==> src/hw/rtl/assert_macros.svh <==
// ----------------------------------------------------------------------------
// Assertion macros
// Shared concurrent assertion wrappers for the merge RTL.
// ----------------------------------------------------------------------------
`ifndef ASSERT_MACROS_SVH
`define ASSERT_MACROS_SVH

// Generic clocked assertion, disabled while reset is low.
`define AAM_ASSERT_CLK(label, clk, rst_n, prop, msg) \
    label: assert property (@(posedge clk) disable iff (!(rst_n)) (prop)) \
        else $error(msg);

// Clocked on i_clk, disabled by i_rst_n of the enclosing module.
`define AAM_ASSERT(label, prop, msg) \
    `AAM_ASSERT_CLK(label, i_clk, i_rst_n, prop, msg)

`endif

==> src/hw/rtl/aam_pkg.sv <==
// ----------------------------------------------------------------------------
// aam_pkg
// Types and constants for the anchored alignment merge.
// ----------------------------------------------------------------------------
package aam_pkg;

    localparam int MAX_COLUMNS_DEF = 32;

    // operation codes
    localparam logic [1:0] OP_LOAD_ONE = 2'd0;
    localparam logic [1:0] OP_LOAD_TWO = 2'd1;
    localparam logic [1:0] OP_RUN      = 2'd2;

    // configuration register indexes
    localparam logic [1:0] CFG_GAP_SYMBOL    = 2'd0;
    localparam logic [1:0] CFG_FILTER_ENABLE = 2'd1;
    localparam logic [1:0] CFG_LOG_THRESHOLD = 2'd2;

    localparam int CFG_DATA_W = 32;

    // one stored alignment column
    typedef struct packed {
        logic [7:0]         outer;
        logic [7:0]         anchor;
        logic signed [31:0] post;
    } t_entry;

    localparam int ENTRY_W = $bits(t_entry);

endpackage

==> src/hw/rtl/aam_ram.sv <==
// ----------------------------------------------------------------------------
// aam_ram
// Simple dual-port RAM: one write port, one read port, registered read.
// ----------------------------------------------------------------------------
module aam_ram #(
    parameter int  WIDTH = 8,
    parameter int  DEPTH = 32,
    localparam int AW    = (DEPTH > 1) ? $clog2(DEPTH) : 1
) (
    input  logic             i_clk,
    input  logic             i_we,
    input  logic [AW-1:0]    i_waddr,
    input  logic [WIDTH-1:0] i_wdata,
    input  logic [AW-1:0]    i_raddr,
    output logic [WIDTH-1:0] o_rdata
);

    logic [WIDTH-1:0] r_mem [DEPTH];
    logic [WIDTH-1:0] r_rdata;

    always_ff @(posedge i_clk) begin
        if (i_we) begin
            r_mem[i_waddr] <= i_wdata;
        end
        r_rdata <= r_mem[i_raddr];
    end

    assign o_rdata = r_rdata;

endmodule

==> src/hw/rtl/anchored_alignment_merge.sv <==
// ----------------------------------------------------------------------------
// anchored_alignment_merge
// Merges two pairwise alignment columns sharing an anchor row into
// three-row columns, walking two column RAMs with a pair of read pointers.
// ----------------------------------------------------------------------------
// channel | direction | handshake                 | payload
// in      | input     | i_in_valid / o_in_ready   | operation, symbols, posterior
// out     | output    | o_out_valid / i_out_ready | three row symbols, valid_res, last
// cfg     | input     | i_cfg_we (no wait)        | i_cfg_index, i_cfg_data
//
// A run starts from idle and walks the columns (one RAM read per store per cycle,
// pointer update from the read data), then ends with an end check and the last
// transfer; walk steps and the last transfer wait while the output register
// stays occupied.
// The kept column is held one step so the final one can carry last.
// Input is taken only between runs. Reset is synchronous; no clearing pass.
// ----------------------------------------------------------------------------
`include "assert_macros.svh"

module anchored_alignment_merge #(
    parameter int MAX_COLUMNS = aam_pkg::MAX_COLUMNS_DEF
) (
    input  logic                          i_clk,
    input  logic                          i_rst_n,
    // input items
    input  logic                          i_in_valid,
    output logic                          o_in_ready,
    input  logic [1:0]                    i_operation,
    input  logic [7:0]                    i_outer_symbol,
    input  logic [7:0]                    i_anchor_symbol,
    input  logic signed [31:0]            i_log_posterior,
    // result items
    output logic                          o_out_valid,
    input  logic                          i_out_ready,
    output logic [7:0]                    o_row_one_symbol,
    output logic [7:0]                    o_row_two_symbol,
    output logic [7:0]                    o_row_three_symbol,
    output logic                          o_valid_res,
    output logic                          o_last,
    // configuration
    input  logic                          i_cfg_we,
    input  logic [1:0]                    i_cfg_index,
    input  logic [aam_pkg::CFG_DATA_W-1:0] i_cfg_data
);

    localparam int AW = (MAX_COLUMNS > 1) ? $clog2(MAX_COLUMNS) : 1;
    localparam int LW = $clog2(MAX_COLUMNS + 1);

    localparam logic [1:0] ST_IDLE  = 2'd0;
    localparam logic [1:0] ST_WALK  = 2'd1;
    localparam logic [1:0] ST_FLUSH = 2'd2;

    // configuration
    logic [7:0]         r_gap_symbol;
    logic               r_filter_enable;
    logic signed [31:0] r_log_threshold;

    // control
    logic [1:0]    r_state, n_state;
    logic [LW-1:0] r_len1, n_len1, r_len2, n_len2;
    logic [LW-1:0] r_p1, n_p1, r_p2, n_p2;
    logic          r_pend_valid, n_pend_valid;
    logic          r_out_valid, n_out_valid;

    // payload
    logic [7:0] r_pend_row1, n_pend_row1, r_pend_row2, n_pend_row2;
    logic [7:0] r_pend_row3, n_pend_row3;
    logic [7:0] r_out_row1, n_out_row1, r_out_row2, n_out_row2;
    logic [7:0] r_out_row3, n_out_row3;
    logic       r_out_vres, n_out_vres, r_out_last, n_out_last;

    logic                        w_we1, w_we2;
    logic [aam_pkg::ENTRY_W-1:0] w_wdata, w_rd1, w_rd2;
    aam_pkg::t_entry             w_e1, w_e2;
    logic                        w_in_xfer, w_out_free, w_walk_done;
    logic                        w_pass1, w_pass2, w_keep, w_adv1, w_adv2;
    logic [7:0]                  w_row1, w_row2, w_row3;

    assign w_wdata = {i_outer_symbol, i_anchor_symbol, i_log_posterior};

    aam_ram #(
        .WIDTH (aam_pkg::ENTRY_W),
        .DEPTH (MAX_COLUMNS)
    ) u_store_one (
        .i_clk   (i_clk),
        .i_we    (w_we1),
        .i_waddr (r_len1[AW-1:0]),
        .i_wdata (w_wdata),
        .i_raddr (n_p1[AW-1:0]),
        .o_rdata (w_rd1)
    );

    aam_ram #(
        .WIDTH (aam_pkg::ENTRY_W),
        .DEPTH (MAX_COLUMNS)
    ) u_store_two (
        .i_clk   (i_clk),
        .i_we    (w_we2),
        .i_waddr (r_len2[AW-1:0]),
        .i_wdata (w_wdata),
        .i_raddr (n_p2[AW-1:0]),
        .o_rdata (w_rd2)
    );

    // read address follows the next pointer, so data for r_p* is here now
    assign w_e1 = aam_pkg::t_entry'(w_rd1);
    assign w_e2 = aam_pkg::t_entry'(w_rd2);

    assign o_in_ready  = (r_state == ST_IDLE);
    assign w_in_xfer   = i_in_valid && o_in_ready;
    assign w_out_free  = !r_out_valid || i_out_ready;
    assign w_walk_done = (r_p1 >= r_len1) || (r_p2 >= r_len2);

    assign w_pass1 = !r_filter_enable || ($signed(w_e1.post) > r_log_threshold);
    assign w_pass2 = !r_filter_enable || ($signed(w_e2.post) > r_log_threshold);

    // column selection for one walk step
    always_comb begin
        if (w_e1.anchor == w_e2.anchor) begin
            w_keep = w_pass1 && w_pass2;
            w_row1 = w_e1.outer;
            w_row2 = w_e1.anchor;
            w_row3 = w_e2.outer;
            w_adv1 = 1'b1;
            w_adv2 = 1'b1;
        end else if (w_e1.anchor == r_gap_symbol) begin
            w_keep = w_pass1;
            w_row1 = w_e1.outer;
            w_row2 = w_e1.anchor;
            w_row3 = w_e1.anchor;
            w_adv1 = 1'b1;
            w_adv2 = 1'b0;
        end else begin
            w_keep = w_pass2;
            w_row1 = w_e2.anchor;
            w_row2 = w_e2.anchor;
            w_row3 = w_e2.outer;
            w_adv1 = 1'b0;
            w_adv2 = 1'b1;
        end
    end

    always_comb begin
        n_state      = r_state;
        n_len1       = r_len1;
        n_len2       = r_len2;
        n_p1         = r_p1;
        n_p2         = r_p2;
        n_pend_valid = r_pend_valid;
        n_pend_row1  = r_pend_row1;
        n_pend_row2  = r_pend_row2;
        n_pend_row3  = r_pend_row3;
        n_out_valid  = r_out_valid;
        n_out_row1   = r_out_row1;
        n_out_row2   = r_out_row2;
        n_out_row3   = r_out_row3;
        n_out_vres   = r_out_vres;
        n_out_last   = r_out_last;
        w_we1        = 1'b0;
        w_we2        = 1'b0;

        if (r_out_valid && i_out_ready) begin
            n_out_valid = 1'b0;
        end

        case (r_state)
            ST_IDLE: begin
                if (w_in_xfer) begin
                    case (i_operation)
                        aam_pkg::OP_LOAD_ONE: begin
                            if (r_len1 < LW'(MAX_COLUMNS)) begin
                                w_we1  = 1'b1;
                                n_len1 = r_len1 + LW'(1);
                            end
                        end
                        aam_pkg::OP_LOAD_TWO: begin
                            if (r_len2 < LW'(MAX_COLUMNS)) begin
                                w_we2  = 1'b1;
                                n_len2 = r_len2 + LW'(1);
                            end
                        end
                        aam_pkg::OP_RUN: begin
                            n_state      = ST_WALK;
                            n_pend_valid = 1'b0;
                        end
                        default: ;
                    endcase
                end
            end
            ST_WALK: begin
                if (w_walk_done) begin
                    n_state = ST_FLUSH;
                end else if (w_out_free) begin
                    n_p1 = r_p1 + LW'(w_adv1);
                    n_p2 = r_p2 + LW'(w_adv2);
                    if (w_keep) begin
                        // previous kept column is not the last one: send it
                        if (r_pend_valid) begin
                            n_out_valid = 1'b1;
                            n_out_row1  = r_pend_row1;
                            n_out_row2  = r_pend_row2;
                            n_out_row3  = r_pend_row3;
                            n_out_vres  = 1'b1;
                            n_out_last  = 1'b0;
                        end
                        n_pend_valid = 1'b1;
                        n_pend_row1  = w_row1;
                        n_pend_row2  = w_row2;
                        n_pend_row3  = w_row3;
                    end
                end
            end
            ST_FLUSH: begin
                if (w_out_free) begin
                    n_out_valid = 1'b1;
                    n_out_last  = 1'b1;
                    if (r_pend_valid) begin
                        n_out_row1 = r_pend_row1;
                        n_out_row2 = r_pend_row2;
                        n_out_row3 = r_pend_row3;
                        n_out_vres = 1'b1;
                    end else begin
                        n_out_row1 = '0;
                        n_out_row2 = '0;
                        n_out_row3 = '0;
                        n_out_vres = 1'b0;
                    end
                    n_pend_valid = 1'b0;
                    n_len1       = '0;
                    n_len2       = '0;
                    n_p1         = '0;
                    n_p2         = '0;
                    n_state      = ST_IDLE;
                end
            end
            default: begin
                n_state = ST_IDLE;
            end
        endcase
    end

    always_ff @(posedge i_clk) begin
        if (!i_rst_n) begin
            r_state         <= ST_IDLE;
            r_len1          <= '0;
            r_len2          <= '0;
            r_p1            <= '0;
            r_p2            <= '0;
            r_pend_valid    <= 1'b0;
            r_out_valid     <= 1'b0;
            r_gap_symbol    <= '0;
            r_filter_enable <= 1'b0;
            r_log_threshold <= '0;
        end else begin
            r_state      <= n_state;
            r_len1       <= n_len1;
            r_len2       <= n_len2;
            r_p1         <= n_p1;
            r_p2         <= n_p2;
            r_pend_valid <= n_pend_valid;
            r_out_valid  <= n_out_valid;
            if (i_cfg_we) begin
                case (i_cfg_index)
                    aam_pkg::CFG_GAP_SYMBOL:    r_gap_symbol    <= i_cfg_data[7:0];
                    aam_pkg::CFG_FILTER_ENABLE: r_filter_enable <= i_cfg_data[0];
                    aam_pkg::CFG_LOG_THRESHOLD: r_log_threshold <= $signed(i_cfg_data[31:0]);
                    default: ;
                endcase
            end
        end
    end

    always_ff @(posedge i_clk) begin
        r_pend_row1 <= n_pend_row1;
        r_pend_row2 <= n_pend_row2;
        r_pend_row3 <= n_pend_row3;
        r_out_row1  <= n_out_row1;
        r_out_row2  <= n_out_row2;
        r_out_row3  <= n_out_row3;
        r_out_vres  <= n_out_vres;
        r_out_last  <= n_out_last;
    end

    assign o_out_valid        = r_out_valid;
    assign o_row_one_symbol   = r_out_row1;
    assign o_row_two_symbol   = r_out_row2;
    assign o_row_three_symbol = r_out_row3;
    assign o_valid_res        = r_out_vres;
    assign o_last             = r_out_last;

    `AAM_ASSERT(a_ptr_within_len, (r_p1 <= r_len1) && (r_p2 <= r_len2),
        "read pointer past store length")
    `AAM_ASSERT(a_idle_clean,
        (r_state == ST_IDLE) |-> (r_p1 == '0 && r_p2 == '0 && !r_pend_valid),
        "pointers or pending column left over between runs")
    `AAM_ASSERT(a_empty_run_last, (o_out_valid && !o_valid_res) |-> o_last,
        "empty result without last")
    `AAM_ASSERT(a_flush_clears,
        (r_state == ST_FLUSH && w_out_free) |=> (r_state == ST_IDLE && r_len1 == '0 && r_len2 == '0),
        "run end did not clear store lengths")
    `AAM_ASSERT(a_len_bounded,
        (r_len1 <= LW'(MAX_COLUMNS)) && (r_len2 <= LW'(MAX_COLUMNS)),
        "store length beyond capacity")

endmodule

==> config.mk <==
export PLATFORM = sky130hd
export DESIGN_NAME = anchored_alignment_merge
export DESIGN_NICKNAME = d
export VERILOG_FILES = /design/src/hw/rtl/aam_pkg.sv /design/src/hw/rtl/aam_ram.sv /design/src/hw/rtl/anchored_alignment_merge.sv
export VERILOG_INCLUDE_DIRS = /design/src /design/src/hw/rtl
export SDC_FILE = /design/constraint.sdc
export NUM_CORES = 2
export LEC_CHECK = 0
export BUFFER_PORTS_ARGS = -buffer_cell sky130_fd_sc_hd__buf_2
export CORE_MARGIN = 10
export CORE_UTILIZATION = 55
export CTS_BUF_LIST = sky130_fd_sc_hd__clkbuf_4 sky130_fd_sc_hd__clkbuf_8 sky130_fd_sc_hd__clkbuf_16
export DETAILED_ROUTE_END_ITERATION = 12
export PLACE_DENSITY = 0.71
export SKIP_CTS_REPAIR_TIMING = 1
export SYNTH_ARGS = -nofsm -noshare
export SYNTH_HDL_FRONTEND = slang
export SYNTH_SLANG_ARGS = --single-unit
==> constraint.sdc <==
create_clock -name i_clk -period 12.25 [get_ports i_clk]
set_input_delay 1.8375 -clock i_clk [delete_from_list [all_inputs] [get_ports i_clk]]
set_output_delay 1.8375 -clock i_clk [all_outputs]
set_load 0.03 [all_outputs]
==> metrics.csv <==
metric;value;unit
cap_violations;0;
core;233000;um2
drive_gt1_frac;0.105;
wl_per_cell;30.2;um
period_minus_slack;6850;ps
cts_buffers;328;
internal_power;18.1;mW
grt_max_degree;175;
synth_edf_count;3122;
yosysTopAreaCellShare;0.728;
vias_per_cell;6.67;
antenna_found_initial;28;
p_per_area;160;nW/um2
area_growth_syn_to_layout;10.9;%
design_area;143000;um2
grt_pass1_wl;536000;um
cts_sinks;3287;
synth_area;129000;um2
hold_viol;0;
final_util;0.614;
start_util;0.553;
ys_async_sr_fraction;0;
p_comb_frac;0.032;
die-width;504;um
rr_startpoint;u_store_one.o_rdata[38];
power.switching;4.71;mW
vdd_drop_max;0.163;mV
seqCellArea;97100;um2
cts_root_buf;clkbuf_16;
startpoint_type;register;
slew-limit-headroom;0.107;
synth.most_common_cell;edfxtp_1;
ioPinCount;117;
yosys_warnings;0;
grt.total_usage;0.283;
postSynthAreaPerCell;14.1;um2
die-height;504;um
clock_power_share;0.420;
worstPathMaxFanout;60;
postRouteAntennaNets;0;
swShare;0.206;
finalCritPeriodShare;0.559;
critical_path.startpoint;u_store_one.o_rdata[38];
critPathKind;reg -> reg;
wl;376000;um
leakagePower;45.9;nW
placed_cells;11900;
cts_tree;done;
min_from;r_log_threshold[10];
tns;0;ps
via_count;83000;
initialDrtViolationCount;11900;
final_cells;12400;
h-tree-depth;5;
dp_hpwl;194000;um
synth.distinct_cells;78;
synth-seq-area-share;0.754;
crit_path_end_kind;register;
synth_common_cells;edfxtp_1, nand2_1, a21oi_1;
drcViolationCount;0;
synth_seq_cells;3287;
status;complete, no violations;
cts_buffer_depth;4;
portBuffers;116;
nets;9252;
holdWs;461;ps
dieArea;254000;um2
grt_pass1_vias;79200;
hold_class;reg -> reg;
yosysTopAreaCell;edfxtp_1;
fmax;146;MHz
synthCells;9102;
multi_input_area;28800;um2
skew;53.1;ps
rows;177;
setup-violations-final;0;
dpl_cell_area;133000;um2
drv_slew;0;
critPathArrivalTime;7600;ps
cp.required;13000;ps
fillers;16700;
clock_latency;960;ps
yosys-top-cells-area;edfxtp_1, nand2_1, a21oi_1;
gp_congestion;0.883;
seq_power_share;0.548;
ys.flop_type;edfxtp_1;
ff2ff_setup_slack;5400;ps
grt_overflow;0;
worst_setup_hold_path_clk_slew;60;ps
syn_nets;9283;
dr.pass1.iters;6;
rsz0062_at_grt;false;
tightest_slew;1320;ps
-- cells in the final DEF, fill, tap and decap left out, types with 10 or more instances in the layout --
| master | instances |
|---|---|
| o22ai_1 | 241 |
| xnor2_1 | 18 |
| nand2_4 | 10 |
| a21o_1 | 15 |
| nand4_1 | 113 |
| ha_1 | 92 |
| o2bb2ai_1 | 47 |
| inv_1 | 241 |
| nor2b_1 | 12 |
| clkinv_2 | 47 |
| a22oi_1 | 337 |
| nor3_1 | 29 |
| nor3_2 | 31 |
| clkbuf_8 | 20 |
| nor2_4 | 65 |
| o21ai_0 | 14 |
| a2111o_1 | 47 |
| nor2_1 | 48 |
| a32o_1 | 47 |
| nor4_2 | 23 |
| nand3_1 | 25 |
| buf_2 | 116 |
| clkinv_1 | 43 |
| edfxtp_1 | 3122 |
| a21oi_1 | 1207 |
| nor4_1 | 33 |
| dfxtp_1 | 165 |
| and2_1 | 32 |
| o211ai_1 | 286 |
| a22o_1 | 94 |
| clkbuf_16 | 335 |
| buf_4 | 158 |
| nand2_1 | 1688 |
| clkbuf_4 | 109 |
| a32oi_1 | 195 |
| mux2i_1 | 57 |
-- through the flow --
step           worst slack (ps)  total power [mW]
2_1_floorplan              5540              13.0
3_3_place_gp               5250              13.4
3_5_place_dp               5180              13.5
4_1_cts                    5480              22.9
5_1_grt                    5030              23.4
6_report                   5400              22.8
-- metal layers --
layer | vias to the layer above | track usage | part of all wire
li1 | 34800 | - | -
met1 | 41400 | 0.382 | 0.36
met2 | 5702 | 0.433 | 0.45
met3 | 1156 | 0.0635 | 0.13
met4 | 8 | 0.145 | 0.058
met5 | - | 0 | 0.00015
-- power groups by stage --
stage / logic (mW) / clock network [mW] / registers [mW]
after global routing: 0.783 / 10.1 / 12.5
after global placement: 0.700 / 0 / 12.7
after CTS: 0.725 / 9.62 / 12.5
final: 0.737 / 9.59 / 12.5
after detailed placement: 0.720 / 0 / 12.7
after floorplan: 0.257 / 0 / 12.8
-- registers in the layout, summed over array words and instances (netlist names), 2 cells and up --
signal               count
u_store_one.r_mem     1536
u_store_two.r_mem     1536
u_store_one.o_rdata     48
u_store_two.o_rdata     48
r_log_threshold         32
o_row_one_symbol         8
o_row_three_symbol       8
o_row_two_symbol         8
r_gap_symbol             8
r_pend_row1              8
r_pend_row2              8
r_pend_row3              8
r_len1                   6
r_len2                   6
r_p1                     6
r_p2                     6
r_state                  2
-- critical path: stages, from the launching register on --
cell and delay (ps):
dfxtp_1 430, xor2_1 190, nor4_1 90, a21oi_1 560, clkinv_1 870, ha_1 530, ha_1 280, and3_1 160
nand3_1 150, nand3_4 510, buf_4 530, buf_4 670, nand2_1 130, a32oi_1 250, o22ai_1 120, nor4_2 1050
-- cell families after synthesis --
kind of cell,count (synthesis),synth area share
xor+xnor,26,0.00177
mux,65,0.00513
fa+ha+maj,92,0.00894
flops,3287,0.754
buf+inv,888,0.0283
simple gates,2156,0.0714
compound gates,2588,0.131
-- path summary, 6_finish.rpt --
check,endpoint,cells past startpoint
max,u_store_one.o_rdata[33],15
max reg2reg,u_store_one.o_rdata[33],15
min,r_log_threshold[10],2
min reg2reg,r_log_threshold[10],2
-- final cells by class --
| class | count | area share |
|---|---|---|
| Clock buffer | 464 | 0.0663 |
| Clock inverter | 102 | 0.00477 |
| Timing Repair Buffer | 283 | 0.0136 |
| Antenna cell | 9 | 0.000158 |
| Sequential cell | 3287 | 0.679 |
| Inverter | 244 | 0.00641 |
| Tap cell | 3132 | 0.0274 |
| Multi-Input combinational cell | 4927 | 0.202 |
(Power assumes the default switching activity.)
